$ cat src/rtl/chnf_pkg.sv
// Shared types, constants and helpers for the checkerboard hole fill block.
package chnf_pkg;

  localparam int ROWS_DEF = 48;
  localparam int COLS_DEF = 16;

  localparam int PIX_W   = 16;
  localparam int ROW_F_W = 6;
  localparam int COL_F_W = 4;
  localparam int SUM_W   = PIX_W + 2;

  // floor(x / 3) == (x * RECIP3) >> RECIP3_SHIFT for every x below 2**19
  localparam logic [SUM_W-1:0] RECIP3       = 18'd174763;
  localparam int               RECIP3_SHIFT = 19;

  typedef struct packed {
    logic [PIX_W-1:0] pixel_value;
    logic             frame_start;
  } chnf_in_t;

  typedef struct packed {
    logic [ROW_F_W-1:0] out_row;
    logic [COL_F_W-1:0] out_col;
    logic [PIX_W-1:0]   out_value;
    logic               frame_done;
    logic               run_last;
  } chnf_out_t;

  typedef enum logic [1:0] {
    DIV_ONE   = 2'd0,
    DIV_TWO   = 2'd1,
    DIV_THREE = 2'd2,
    DIV_FOUR  = 2'd3
  } chnf_div_t;

  // One pending release: neighbor sum and divisor, or the sample itself.
  typedef struct packed {
    logic [ROW_F_W-1:0] row;
    logic [COL_F_W-1:0] col;
    logic [SUM_W-1:0]   sum;
    chnf_div_t          div;
    logic               done;
    logic               last;
  } chnf_rel_t;

  // has: {right, left, down, up}
  function automatic chnf_rel_t make_rel(
    input logic               hole,
    input logic [PIX_W-1:0]   ctr,
    input logic [PIX_W-1:0]   up,
    input logic [PIX_W-1:0]   dn,
    input logic [PIX_W-1:0]   lf,
    input logic [PIX_W-1:0]   rt,
    input logic [3:0]         has,
    input logic [ROW_F_W-1:0] row,
    input logic [COL_F_W-1:0] col,
    input logic               done
  );
    chnf_rel_t  rel;
    logic [2:0] n;
    rel      = '0;
    rel.row  = row;
    rel.col  = col;
    rel.done = done;
    rel.last = 1'b0;
    n = {2'b0, has[0]} + {2'b0, has[1]} + {2'b0, has[2]} + {2'b0, has[3]};
    if (!hole) begin
      rel.sum = SUM_W'(ctr);
      rel.div = DIV_ONE;
    end else begin
      rel.sum = (has[0] ? SUM_W'(up) : '0) + (has[1] ? SUM_W'(dn) : '0)
              + (has[2] ? SUM_W'(lf) : '0) + (has[3] ? SUM_W'(rt) : '0);
      case (n)
        3'd2:    rel.div = DIV_TWO;
        3'd3:    rel.div = DIV_THREE;
        default: rel.div = DIV_FOUR;
      endcase
    end
    return rel;
  endfunction

endpackage

$ cat src/rtl/chnf_ram.sv
// Generic single-write, single-read RAM with registered read data.
module chnf_ram #(
  parameter int WIDTH = 32,
  parameter int DEPTH = 16
) (
  input  logic                     clk,
  input  logic                     wr_en,
  input  logic [$clog2(DEPTH)-1:0] wr_addr,
  input  logic [WIDTH-1:0]         wr_data,
  input  logic                     rd_en,
  input  logic [$clog2(DEPTH)-1:0] rd_addr,
  output logic [WIDTH-1:0]         rd_data
);

  logic [WIDTH-1:0] mem [DEPTH];

  always_ff @(posedge clk) begin
    if (wr_en) begin
      mem[wr_addr] <= wr_data;
    end
    if (rd_en) begin
      rd_data <= mem[rd_addr];
    end
  end

endmodule

$ cat src/rtl/checkerboard_hole_neighbor_fill.sv
// Top level: checkerboard hole fill over a row-major pixel stream.
//
//   channel | handshake            | payload      | beat
//   --------+----------------------+--------------+----------------------------
//   in      | in_valid / in_ready  | in_data      | one pixel, row-major
//   out     | out_valid / out_ready| out_data     | one released pixel
//   cfg     | cfg_wr_en            | cfg_wr_data  | hole_parity write, no wait
//
// Interior rows: one pixel per clock in and one result per clock out while out
// is not stalled; a result passes the read stage and the release queue on its
// way to the output register. On the last row the first pixel releases one
// result, the middle ones two and the final one three, and the input waits
// while the single output register sends them out one at a time.
// rst clears positions, hole_parity and all valid flags; the line store needs
// no clearing since releases use only values written earlier in the frame.
// Back-pressure on out fills the release queue, then stalls the read stage,
// then drops in_ready.
module checkerboard_hole_neighbor_fill #(
  parameter int ROWS = chnf_pkg::ROWS_DEF,
  parameter int COLS = chnf_pkg::COLS_DEF
) (
  input  logic               clk,
  input  logic               rst,
  input  logic               in_valid,
  output logic               in_ready,
  input  chnf_pkg::chnf_in_t in_data,
  output logic               out_valid,
  input  logic               out_ready,
  output chnf_pkg::chnf_out_t out_data,
  input  logic               cfg_wr_en,
  input  logic               cfg_wr_data
);

  import chnf_pkg::*;

  localparam int RW   = $clog2(ROWS);
  localparam int CW   = $clog2(COLS);
  localparam int ENT_W = 2 * PIX_W;

  // Line store: entry c holds {pixel (r-1, c), pixel (r, c)} once row r
  // has passed column c. The newest row sits in the low half.
  logic              ram_we;
  logic [CW-1:0]     ram_waddr;
  logic [ENT_W-1:0]  ram_wdata;
  logic              ram_re;
  logic [CW-1:0]     ram_raddr;
  logic [ENT_W-1:0]  ram_rdata;

  chnf_ram #(
    .WIDTH (ENT_W),
    .DEPTH (COLS)
  ) u_line_store (
    .clk     (clk),
    .wr_en   (ram_we),
    .wr_addr (ram_waddr),
    .wr_data (ram_wdata),
    .rd_en   (ram_re),
    .rd_addr (ram_raddr),
    .rd_data (ram_rdata)
  );

  // Config
  logic hole_parity;

  always_ff @(posedge clk) begin
    if (rst) begin
      hole_parity <= 1'b0;
    end else if (cfg_wr_en) begin
      hole_parity <= cfg_wr_data;
    end
  end

  // Position of the next pixel
  logic [RW-1:0] row_count, row_count_next;
  logic [CW-1:0] col_count, col_count_next;
  logic [RW-1:0] r_in;
  logic [CW-1:0] c_in;
  logic          in_acc;

  assign in_acc = in_valid && in_ready;
  assign r_in   = in_data.frame_start ? '0 : row_count;
  assign c_in   = in_data.frame_start ? '0 : col_count;

  always_comb begin
    row_count_next = r_in;
    col_count_next = c_in + CW'(1);
    if (c_in == CW'(COLS - 1)) begin
      col_count_next = '0;
      row_count_next = (r_in == RW'(ROWS - 1)) ? '0 : r_in + RW'(1);
    end
  end

  always_ff @(posedge clk) begin
    if (rst) begin
      row_count <= '0;
      col_count <= '0;
    end else if (in_acc) begin
      row_count <= row_count_next;
      col_count <= col_count_next;
    end
  end

  // Read stage: each pixel fetches the column to its right, so the window
  // holds columns c-1, c and c+1 of the two rows above when it retires.
  logic             s1_valid;
  logic [PIX_W-1:0] s1_pix;
  logic [RW-1:0]    s1_r;
  logic [CW-1:0]    s1_c;
  logic             s1_fwd;
  logic [ENT_W-1:0] s1_fwd_data;
  logic [ENT_W-1:0] s1_ent;     // entry c+1
  logic             s1_go;

  logic [ENT_W-1:0] win_c;      // entry c, from the previous pixel's read
  logic [ENT_W-1:0] win_l;      // entry c-1
  logic [PIX_W-1:0] cur_l;      // pixel (r, c-1)
  logic [PIX_W-1:0] cur_ll;     // pixel (r, c-2)

  assign ram_re    = in_acc;
  assign ram_raddr = (c_in == CW'(COLS - 1)) ? '0 : c_in + CW'(1);
  assign ram_we    = s1_go;
  assign ram_waddr = s1_c;
  assign ram_wdata = {win_c[PIX_W-1:0], s1_pix};
  assign s1_ent    = s1_fwd ? s1_fwd_data : ram_rdata;

  assign in_ready = !s1_valid || s1_go;

  always_ff @(posedge clk) begin
    if (rst) begin
      s1_valid <= 1'b0;
    end else if (in_ready) begin
      s1_valid <= in_valid;
    end
  end

  always_ff @(posedge clk) begin
    if (in_acc) begin
      s1_pix      <= in_data.pixel_value;
      s1_r        <= r_in;
      s1_c        <= c_in;
      // narrow rows: the entry being written is the one read next
      s1_fwd      <= ram_we && (ram_waddr == ram_raddr);
      s1_fwd_data <= ram_wdata;
    end
    if (s1_go) begin
      win_c  <= s1_ent;
      win_l  <= win_c;
      cur_l  <= s1_pix;
      cur_ll <= cur_l;
    end
  end

  // Releases caused by the pixel in the read stage
  logic        last_row, first_col, last_col;
  logic        par;
  logic [1:0]  n_rel;
  chnf_rel_t   rel_a, rel_b, rel_c;

  assign last_row  = (s1_r == RW'(ROWS - 1));
  assign first_col = (s1_c == '0);
  assign last_col  = (s1_c == CW'(COLS - 1));
  assign par       = s1_r[0] ^ s1_c[0];

  always_comb begin
    if (s1_r == '0) begin
      n_rel = 2'd0;
    end else if (!last_row) begin
      n_rel = 2'd1;
    end else begin
      n_rel = 2'd1 + {1'b0, !first_col} + {1'b0, last_col};
    end
  end

  always_comb begin
    // pixel (r-1, c)
    rel_a = make_rel((par ^ 1'b1) == hole_parity, win_c[PIX_W-1:0],
                     win_c[ENT_W-1:PIX_W], s1_pix, win_l[PIX_W-1:0],
                     s1_ent[PIX_W-1:0],
                     {!last_col, !first_col, 1'b1, s1_r > RW'(1)},
                     ROW_F_W'(s1_r - RW'(1)), COL_F_W'(s1_c), 1'b0);
    // pixel (r, c-1) on the last row
    rel_b = make_rel((par ^ 1'b1) == hole_parity, cur_l, win_l[PIX_W-1:0],
                     s1_pix, cur_ll, s1_pix,
                     {1'b1, s1_c > CW'(1), 1'b0, 1'b1},
                     ROW_F_W'(s1_r), COL_F_W'(s1_c - CW'(1)), 1'b0);
    // pixel (r, c) at the frame's last column
    rel_c = make_rel(par == hole_parity, s1_pix, win_c[PIX_W-1:0],
                     s1_pix, cur_l, s1_pix,
                     4'b0101,
                     ROW_F_W'(s1_r), COL_F_W'(s1_c), 1'b1);
    rel_a.last = (n_rel == 2'd1);
    rel_b.last = (n_rel == 2'd2);
    rel_c.last = (n_rel == 2'd3);
  end

  // Release queue: up to three entries, drained one per output beat
  chnf_rel_t  pend [3];
  logic [1:0] pend_cnt;
  logic       pop;
  logic       q_free;

  assign pop    = (pend_cnt != 2'd0) && (!out_valid || out_ready);
  assign q_free = (pend_cnt == 2'd0) || ((pend_cnt == 2'd1) && pop);
  assign s1_go  = s1_valid && ((n_rel == 2'd0) || q_free);

  always_ff @(posedge clk) begin
    if (rst) begin
      pend_cnt <= 2'd0;
    end else if (s1_go && (n_rel != 2'd0)) begin
      pend_cnt <= n_rel;
    end else if (pop) begin
      pend_cnt <= pend_cnt - 2'd1;
    end
  end

  always_ff @(posedge clk) begin
    if (s1_go && (n_rel != 2'd0)) begin
      pend[0] <= rel_a;
      pend[1] <= rel_b;
      pend[2] <= rel_c;
    end else if (pop) begin
      pend[0] <= pend[1];
      pend[1] <= pend[2];
    end
  end

  // Mean and output register
  logic [2*SUM_W-1:0] prod3;
  logic [PIX_W-1:0]   mean;

  assign prod3 = pend[0].sum * RECIP3;

  always_comb begin
    case (pend[0].div)
      DIV_ONE:   mean = pend[0].sum[PIX_W-1:0];
      DIV_TWO:   mean = pend[0].sum[PIX_W:1];
      DIV_THREE: mean = prod3[RECIP3_SHIFT+PIX_W-1:RECIP3_SHIFT];
      default:   mean = pend[0].sum[PIX_W+1:2];
    endcase
  end

  always_ff @(posedge clk) begin
    if (rst) begin
      out_valid <= 1'b0;
    end else if (pop) begin
      out_valid <= 1'b1;
    end else if (out_ready) begin
      out_valid <= 1'b0;
    end
  end

  always_ff @(posedge clk) begin
    if (pop) begin
      out_data.out_row    <= pend[0].row;
      out_data.out_col    <= pend[0].col;
      out_data.out_value  <= mean;
      out_data.frame_done <= pend[0].done;
      out_data.run_last   <= pend[0].last;
    end
  end

endmodule

$ cat config.mk
export PLATFORM = sky130hd
export DESIGN_NAME = checkerboard_hole_neighbor_fill
export DESIGN_NICKNAME = d
export VERILOG_FILES = /design/src/rtl/chnf_pkg.sv /design/src/rtl/chnf_ram.sv /design/src/rtl/checkerboard_hole_neighbor_fill.sv
export SDC_FILE = /design/constraint.sdc
export NUM_CORES = 1
export LEC_CHECK = 0
export ABC_CLOCK_PERIOD_IN_PS = 7000
export BUFFER_PORTS_ARGS = -buffer_cell sky130_fd_sc_hd__buf_2
export CORE_AREA = 5 5 276 278
export CTS_CLUSTER_DIAMETER = 30
export DETAILED_ROUTE_END_ITERATION = 8
export DIE_AREA = 0 0 281 283
export GPL_TIMING_DRIVEN = 0
export PLACE_DENSITY_LB_ADDON = 0.25
export SYNTH_ARGS = -nofsm -noshare
export SYNTH_HDL_FRONTEND = slang
export SYNTH_SLANG_ARGS = --single-unit
$ cat constraint.sdc
create_clock -name clk -period 7 [get_ports clk]
set_input_delay 1.4 -clock clk [delete_from_list [all_inputs] [get_ports clk]]
set_output_delay 1.4 -clock clk [all_outputs]
set_load 0.02 [all_outputs]
### After elaboration in Yosys (flattened, before gate mapping)

Memory sizes are Yosys's and may differ from the RTL's. A register that Yosys moved wholly into a read port is not among the register bits.
Cells that the tools add are included.

| word-level totals | value |
|---|---|
| memories | 2 |
| output and inout port bits | 30 |
| logic and storage cells | 118 |
| bits of input ports | 23 |
| bits in writable memories | 608 |
| flip-flop bits (word level) | 182 |

| cells by class | value |
|---|---|
| multiplexer cells | 31 |
| equality and inequality tests | 17 |
| bitwise logic cells | 4 |
| reduce and logical (&&, ||, !) cells | 23 |
| $lt $le $gt $ge | 2 |
| multiply operators | 1 |
| add/sub/neg operators | 18 |

Memory list:

| name | depth | bits a word | read ports | clocked after memory_dff | write ports | line | source |
|---|---|---|---|---|---|---|---|
| u_line_store.mem | 16 | 32 | 1 | 1 | 1 | chnf_ram.sv:15 | `logic [WIDTH-1:0] mem [DEPTH];` |
| pend | 3 | 32 | 3 | 0 | 3 | checkerboard_hole_neighbor_fill.sv:197 | `chnf_rel_t pend [3];` |

Operators with widths:

| operator | number |
|---|---|
| 32-bit two-way mux | 3 |
| 16-bit two-way mux | 4 |
| 16-bit by 16-bit adder with 17-bit output | 3 |
| 16-bit one-hot mux with 3 select lines | 1 |
| 20-bit two-way mux | 2 |
| 17-bit by 16-bit adder with 18-bit output | 2 |
| 18-bit by 18-bit multiplier with 35-bit output (second input constant) | 1 |
| 19-bit two-way mux | 1 |
| 18-bit by 16-bit adder with 18-bit output | 1 |
| 6-bit two-way mux | 3 |
| 3-bit by 2-bit equality test with 1-bit output (second input constant) | 4 |
| 6-bit equality test (second input constant) | 2 |
| 1-bit two-way mux | 9 |
| 4-bit equality test (second input constant) | 2 |
| 2-bit two-way mux | 4 |
| 4-bit two-way mux | 2 |
| 2-bit one-hot mux with 2 select lines | 2 |
| 2-bit nonzero test | 4 |
| 6-bit by 1-bit adder with 6-bit output (second input constant) | 1 |
| 2-bit by 1-bit equality test with 1-bit output (second input constant) | 3 |
| 2-bit equality test (second input constant) | 3 |
| 6-bit by 1-bit > comparator with 1-bit output (second input constant) | 1 |
| 1-bit logical AND | 6 |
| 2-bit logical NOT | 3 |
| other kinds (20) | 29 |

### Longest topological paths before layout

Gate-level depths: netlist of the first run.

| logic depth | value |
|---|---|
| depth in word-level cells | 13 |
| gate-level depth with buffers | 22 |

### By module

From an unflattened synthesis of the first run, not the netlist that was laid out.

| second synthesis, totals | value |
|---|---|
| cells, all modules | 2,528 |
| area total of the unflattened synthesis | 39,950.8 um2 |

Modules (own cells, without submodules):

| module | cells an instance | area an instance (um2) | instances |
|---|---|---|---|
| chnf_ram | 838 | 20,155.6 | 1 |
| checkerboard_hole_neighbor_fill | 1,690 | 19,795.2 | 1 |

### Least setup slack after synthesis of the first run

Ideal clock, no wire load.

| path | value |
|---|---|
| path kind | flip-flop to flip-flop |
| from | memory pend[0][5] (netlist bit) |
| to | register out_data[13] (netlist bit) (data pin) |
| required time | 6,728 ps |
| path slack | 1,083 ps |
| stages on the path, launching flop included | 23 |
| path buffers | 0 |
| arrival time | 5,645 ps |
| cell sequence | edfxtp_1 ha_1 xor2_1 ha_1 inv_1 fa_1 inv_1 fa_1 fa_1 inv_1 fa_1 inv_1 ha_1 and3_1 nand3_1 a31oi_1 a2111oi_4 a21oi_2 or3_4 a21o_1 a21oi_2 xnor2_1 mux4_2 |

RTL lines:

| item | line | source |
|---|---|---|
| start: declaration | checkerboard_hole_neighbor_fill.sv:197 |  |
| end: declaration | checkerboard_hole_neighbor_fill.sv:29 | `output chnf_pkg::chnf_out_t out_data,` |

==> results.sh, run 1 <==
export IMPL_critPathMaxStageDelay_ns=0.61
export IMPL_end_kind="flop"
export IMPL_cp_cell_sequence="ha_1 > xor2_1 > ha_1 > inv_1 > fa_1 > inv_1 > fa_1 > fa_1 > inv_1 > fa_1 > inv_1 > ha_1 > and3_1 > nand3_1 > a31oi_1 > a2111oi_4 > a21oi_2 > or3_4 > a21o_1 > a21oi_2 > xnor2_1 > mux4_2"
export IMPL_cts_sinks=819
export IMPL_post_route_period_util_pct=96.17
export IMPL_first_pass_iters=6
export IMPL_fin_nets=3079
export IMPL_ant_nets=0
export IMPL_crit_type="flop to flop"
export IMPL_dp_hpwl_mm=65.04
export IMPL_grt_pass1_vias=23320
export IMPL_grt_pass1_wl_mm=143.1
export IMPL_cts_inserted_buffers=143
export IMPL_status="complete, no violations"
export IMPL_synth_fp_nets=2864
export IMPL_synth_edf_count=804
export IMPL_route_detailed_drc=0
export IMPL_finalMaxSlewViolations=0
export IMPL_max_slew_margin_pct=9.033
export IMPL_postCtsHoldBufs=0
export IMPL_worst_hold_slack_ns=0.4158
export IMPL_drv_cap=0
export IMPL_yosys_most_used_dff="edfxtp_1"
export IMPL_cts_htree_levels=4
export IMPL_routed_wl_mm=94.74
export IMPL_synth_area_um2=40000
export IMPL_start_util_pct=54.28
export IMPL_path_max_fanout=9
export IMPL_clkSlewWorstSetupHoldPaths_ns=0.05
export IMPL_finalWeightedCongestion=0.9014
export IMPL_cp_slowest_cell="edfxtp_1"
export IMPL_syn_area_per_cell_um2=16.24
export IMPL_grt_usage_pct=24.19
export IMPL_synth_area_leader_cell="edfxtp_1"
export IMPL_fin_crit_ns=6.732
export IMPL_cp_arrival_ns=7.17
export IMPL_clk_latency_ns=0.72
export IMPL_io_pins=53
export IMPL_vias_per_cell=5.848
export IMPL_synth_top_area_share_pct=60.35
export IMPL_port_buffers=52
export IMPL_initialDrtViolationCount=2070
export IMPL_finalSetupViolations=0
export IMPL_vias=22030
export IMPL_grt_start_max_net_pins=68
export IMPL_final_cell_mix="edfxtp_1, inv_1, ha_1"
export IMPL_synth_seq_area_share_pct=61.10
export IMPL_rsz0062_at_grt="false"
export IMPL_die_h_um=283
export IMPL_hp_class="flop to flop"
export IMPL_async_reset_ff_share_pct=0
export IMPL_cts_root_buffer="clkbuf_16"
export IMPL_die_w_um=281
export IMPL_final_common_cell="edfxtp_1"
export IMPL_skew_ns=0.03709
export IMPL_postCtsSetupRepairBufs=0
export IMPL_yosysWarnings=0
export IMPL_crit_required_ns=7.44
export IMPL_setup_worst_path_start_class="flop"
export IMPL_core_um2=73700
export IMPL_hold_viol_final=0
export IMPL_die_area_um2=79520
export IMPL_cts_tree="yes"
export IMPL_synthTopCellsByArea="edfxtp_1, mux4_2, fa_1"
export IMPL_postSynthCellCount=2464
export IMPL_synth_seq_cells=819
export IMPL_antenna_found_initial=0
export IMPL_cts_path_max_buffers=3
export IMPL_cts_resized_gates=0
export IMPL_num_rows=100
export IMPL_antennaDiodeCount=0
export IMPL_drive_gt1_share_pct=19.34
export IMPL_post_drt_wl_per_cell_um=25.15
export IMPL_synth_distinct_cells=54
export IMPL_fill_cells=5020
export IMPL_max_freq_mhz=148.5
export IMPL_worst_pin_slew_ns=1.355
export IMPL_grt_ovfl_total=0
export IMPL_syn_to_final_growth_pct=17.24
==> cells in the mapped netlist, types with 11 or more instances <==
| cell type | n |
|---|---|
| nand3_1 | 21 |
| mux2_2 | 32 |
| ha_1 | 220 |
| and3_1 | 20 |
| nand2_1 | 128 |
| nor3_1 | 19 |
| and2_1 | 38 |
| xnor2_1 | 43 |
| nor2_1 | 81 |
| dfxtp_1 | 15 |
| mux4_2 | 175 |
| xor2_1 | 26 |
| a21oi_1 | 91 |
| a31oi_1 | 14 |
| nor2b_1 | 52 |
| o21ai_0 | 18 |
| nand2b_1 | 15 |
| clkbuf_1 | 57 |
| o21a_1 | 11 |
| a21o_1 | 23 |
| buf_1 | 16 |
| o21ai_1 | 40 |
| edfxtp_1 | 804 |
| inv_1 | 267 |
| fa_1 | 157 |
==> critical path, delay by kind of cell, from the launching register on <==
kind | cells | cell delay, ns
AND/OR/NAND/NOR | 3 | 0.75
adder cells (fa/ha/maj) | 7 | 2.92
AO/OA/AOI/OAI | 5 | 1.05
flip-flops | 1 | 0.61
buffers and inverters | 4 | 0.28
XOR/XNOR | 2 | 0.42
multiplexers | 1 | 0.45
==> flip-flops by register name (all words and copies together) (netlist names) <==
| register | cells |
|---|---|
| out_data | 28 |
| u_line_store.mem | 512 |
| cur_ll | 16 |
| s1_pix | 16 |
| s1_r | 6 |
| row_count | 6 |
| ram_waddr | 4 |
| col_count | 4 |
| pend | 93 |
| s1_fwd | 1 |
| s1_fwd_data | 32 |
| out_valid | 1 |
| u_line_store.rd_data | 32 |
| win_l | 16 |
| s1_valid | 1 |
| cur_l | 16 |
| hole_parity | 1 |
| pend_cnt | 2 |
| win_c | 32 |
==> logic make-up after synthesis <==
family	Yosys count	synth area share [%]
compound gates	245	3.713
xor+xnor	69	1.511
fa+ha+maj	377	14.74
buf+inv	345	3.240
flops	819	61.10
mux	210	10.83
simple gates	399	4.870
==> layout make-up <==
cell class	instances	area, um2	share of cell area, %
clock inverters	105	1244	2.652
inverters	271	1020	2.174
well taps	969	1212	2.585
flip-flops and latches	819	24440	52.12
multi-input cells	1300	14300	30.49
clock buffers	159	3702	7.894
repair buffers	70	695.7	1.483
plain buffers	74	285.3	0.6082
==> path summary, 6_finish.rpt <==
check | cells past startpoint | to | slack [ns] | start
setup / recovery | 22 | out_data[13]$_DFFE_PP_ | 0.27 | pend[0][5]$_DFFE_PP_
setup reg to reg | 22 | out_data[13]$_DFFE_PP_ | 0.27 | pend[0][5]$_DFFE_PP_
hold reg to reg | 0 | out_data[23]$_DFFE_PP_ | 0.42 | pend[0][27]$_DFFE_PP_
hold / removal | 0 | out_data[23]$_DFFE_PP_ | 0.42 | pend[0][27]$_DFFE_PP_
==> per-layer routing <==
layer  vias to the layer above  global-route usage (%)  routed length (um)
li1                       9646                       -                   -
met1                     11320                   31.58               37200
met2                       893                   41.16               48790
met3                       166                   4.438                5648
met4                         0                   8.496                3105
met5                         -                       0                   0
==> metrics by stage <==
stage	area, um2	worst slack (ns)	instances	util [%]	TNS [ns]
after global routing	46900	0.003954	3767	63.64	0
final	46900	0.2680	3767	63.64	0
after floorplan	40000	1.083	2464	-	0
after global placement	41480	-1.352	3485	56.28	-166.42
after detailed placement	41950	0.1752	3503	56.93	0
after CTS	46900	0.2292	3767	63.64	0
Power of run 1 is left out: the tool's default activity adds up to more than one toggle a clock period on the data nets, which glitch-free logic cannot reach.
==> run 2: changes to the inputs <==
--- a/config.mk
+++ b/config.mk
@@ -5,12 +5,14 @@
 export SDC_FILE = /design/constraint.sdc
 export NUM_CORES = 1
 export LEC_CHECK = 0
+export ABC_AREA = 1
 export ABC_CLOCK_PERIOD_IN_PS = 7000
 export BUFFER_PORTS_ARGS = -buffer_cell sky130_fd_sc_hd__buf_2
-export CORE_AREA = 5 5 276 278
+export CORE_AREA = 2 2 281 283
 export CTS_CLUSTER_DIAMETER = 30
 export DETAILED_ROUTE_END_ITERATION = 8
-export DIE_AREA = 0 0 281 283
+export DIE_AREA = 0 0 283 285
+export GPL_ROUTABILITY_DRIVEN = 0
 export GPL_TIMING_DRIVEN = 0
 export PLACE_DENSITY_LB_ADDON = 0.25
 export SYNTH_ARGS = -nofsm -noshare
==> run 2 against run 1 <==
Net effect: via count grew 39%; critical path depth shrank 1; sequential share of layout area shrank 3.0 points; final cell count grew 40%; setup slack gained 0.95 ns.
==> results.sh, run 2 <==
export IMPL_max_freq_mhz=173.0
export IMPL_synth_distinct_cells=50
export IMPL_place_ws_ns=1.378
export IMPL_skew_ns=0.04552
export IMPL_drive_gt1_share_pct=10.44
export IMPL_cp_cell_sequence="ha_1 > xor2_1 > ha_1 > a21oi_1 > fa_1 > inv_1 > fa_1 > fa_1 > inv_1 > fa_1 > inv_1 > ha_1 > nand2_1 > inv_1 > nand2_1 > nor3_1 > nand2_1 > nand2_1 > a21boi_0 > o21ai_0 > nand4_1"
export IMPL_fin_crit_ns=5.779
export IMPL_synth_area_um2=42240
export IMPL_cts_path_max_buffers=3
export IMPL_postCtsSetupRepairBufs=0
export IMPL_syn_area_per_cell_um2=10.99
export IMPL_final_common_cell="edfxtp_1"
export IMPL_synth_fp_nets=4244
export IMPL_fin_nets=4478
export IMPL_synth_area_leader_cell="edfxtp_1"
export IMPL_grt_pass1_vias=30850
export IMPL_clk_latency_ns=0.73
export IMPL_initialDrtViolationCount=3743
export IMPL_yosysMostFrequentCell="edfxtp_1"
export IMPL_async_reset_ff_share_pct=0
export IMPL_synth_top_area_share_pct=57.16
export IMPL_routed_wl_mm=121.3
export IMPL_finalMaxSlewViolations=0
export IMPL_die_h_um=285
export IMPL_post_route_period_util_pct=82.56
export IMPL_reg_top3="u_line_store.mem x512, pend x93"
export IMPL_final_cell_mix="edfxtp_1, nand2_1, inv_1"
export IMPL_clkSlewWorstSetupHoldPaths_ns=0.05
export IMPL_cts_inserted_buffers=151
export IMPL_ant_nets=0
export IMPL_end_kind="flop"
export IMPL_cts_htree_levels=4
export IMPL_synth_edf_count=804
export IMPL_synth_seq_cells=819
export IMPL_hold_viol_final=0
export IMPL_crit_path_start="pend[0][7]$_DFFE_PP_"
export IMPL_first_pass_iters=6
export IMPL_final_cells=5255
export IMPL_start_util_pct=54.17
export IMPL_antennaDiodeCount=0
export IMPL_die_w_um=283
export IMPL_yosys_most_used_dff="edfxtp_1"
export IMPL_setup_worst_path_start_class="flop"
export IMPL_core_um2=77970
export IMPL_worst_pin_slew_ns=1.352
export IMPL_vias=30520
export IMPL_cp_slowest_cell="edfxtp_1"
export IMPL_regMostFlops="u_line_store.mem"
export IMPL_synthTopCellsByArea="edfxtp_1, fa_1, ha_1"
export IMPL_drv_cap=0
export IMPL_cts_tree="yes"
export IMPL_crit_type="flop to flop"
export IMPL_grt_pass1_wl_mm=181.8
export IMPL_post_drt_wl_per_cell_um=23.09
export IMPL_fin_ws_ns=1.221
export IMPL_vias_per_cell=5.807
export IMPL_path_max_fanout=8
export IMPL_hp_start="pend[0][24]$_DFFE_PP_"
export IMPL_dp_cells=4974
export IMPL_final_area_um2=49750
export IMPL_antenna_found_initial=4
export IMPL_cp_arrival_ns=6.17
export IMPL_port_buffers=51
export IMPL_crit_buf_inv=4
export IMPL_die_area_um2=80660
export IMPL_route_detailed_drc=0
export IMPL_grt_usage_pct=30.19
export IMPL_synthTopCellsByCount="edfxtp_1, nand2_1, inv_1, nor2_1, o21ai_0"
export IMPL_grt_ovfl_total=0
export IMPL_postCtsHoldBufs=0
export IMPL_critPathMaxStageDelay_ns=0.62
export IMPL_crit_family="adder cells"
export IMPL_status="complete, no violations"
export IMPL_cts_root_buffer="clkbuf_16"
export IMPL_postSynthCellCount=3844
export IMPL_timing_rr_start="pend[0][7]$_DFFE_PP_"
export IMPL_io_pins=53
export IMPL_rsz0062_at_grt="false"
export IMPL_synth_seq_area_share_pct=57.87
export IMPL_cts_sinks=819
export IMPL_yosysWarnings=0
export IMPL_finalSetupViolations=0
export IMPL_grt_start_max_net_pins=68
export IMPL_hp_class="flop to flop"
export IMPL_num_rows=103
export IMPL_dpl_cell_area_um2=44440
export IMPL_largest_reg_flops=512
export IMPL_max_slew_margin_pct=8.896
export IMPL_syn_to_final_growth_pct=17.79
export IMPL_cts_resized_gates=0
export IMPL_crit_required_ns=7.39
export IMPL_dp_hpwl_mm=84.67
-- run 2: cell count changes in the layout (fill, tap and decap cells not counted), sizes merged, moves of 52 or more --
| cell | change |
|---|---|
| nor2b | -52 |
| mux4 | -175 |
| nand2 | +609 |
| nand3 | +160 |
| buf | +54 |
| nor2 | +296 |
| o21ai | +258 |
| o221ai | +53 |
| inv | +186 |
-- run 2: worst register-to-register path, cell delays in order (launching register included) --
cell and delay, ns:
edfxtp_1 0.62, ha_1 0.51, xor2_1 0.39, ha_1 0.23, a21oi_1 0.06, fa_1 0.55
inv_1 0.05, fa_1 0.44, fa_1 0.49, inv_1 0.05, fa_1 0.47, inv_1 0.04
ha_1 0.36, nand2_1 0.09, inv_1 0.07, nand2_1 0.08, nor3_1 0.31, nand2_1 0.10
nand2_1 0.09, a21boi_0 0.07, o21ai_0 0.17, nand4_1 0.20
-- run 2: layer usage --
layer	wire (um)	global-route usage [%]	vias to the layer above
li1	-	-	13790
met1	45970	38.50	14660
met2	56880	48.80	1678
met3	11400	5.296	382
met4	7046	17.94	4
met5	27	0	-
-- run 2: kinds of logic after synthesis --
group           after synthesis  synth area share, %
buf+inv                     608                5.637
xor+xnor                     25               0.5184
simple gates               1367                13.22
compound gates              648                8.798
fa+ha+maj                   377                13.96
flops                       819                57.87
-- run 2: per-stage QoR --
stage               setup TNS, ns  utilization, %  hold slack (ns)
finish                          0           63.81           0.4086
global route                    0           63.81           0.4187
CTS                             0           63.78           0.4062
global placement         -1058.43           56.20           0.4034
detailed placement              0           56.99           0.4052
floorplan                       0               -           0.4003
-- run 2: cell type report --
| type | count | area (um2) |
|---|---|---|
| well taps | 1050 | 1314 |
| clock inverters | 111 | 1318 |
| plain buffers | 143 | 635.6 |
| fillers | 5955 | 28220 |
| clock buffers | 169 | 3973 |
| repair buffers | 81 | 780.7 |
| multi-input cells | 2417 | 15540 |
| inverters | 465 | 1748 |
| flip-flops and latches | 819 | 24440 |
-- run 2: worst paths after layout --
path,to,slack (ns),cells past startpoint
hold / removal,out_data[20]$_DFFE_PP_,0.41,0
hold reg to reg,out_data[20]$_DFFE_PP_,0.41,0
setup / recovery,out_data[3]$_DFFE_PP_,1.22,21
setup reg to reg,out_data[3]$_DFFE_PP_,1.22,21
Power of run 2 is left out for the same reason.
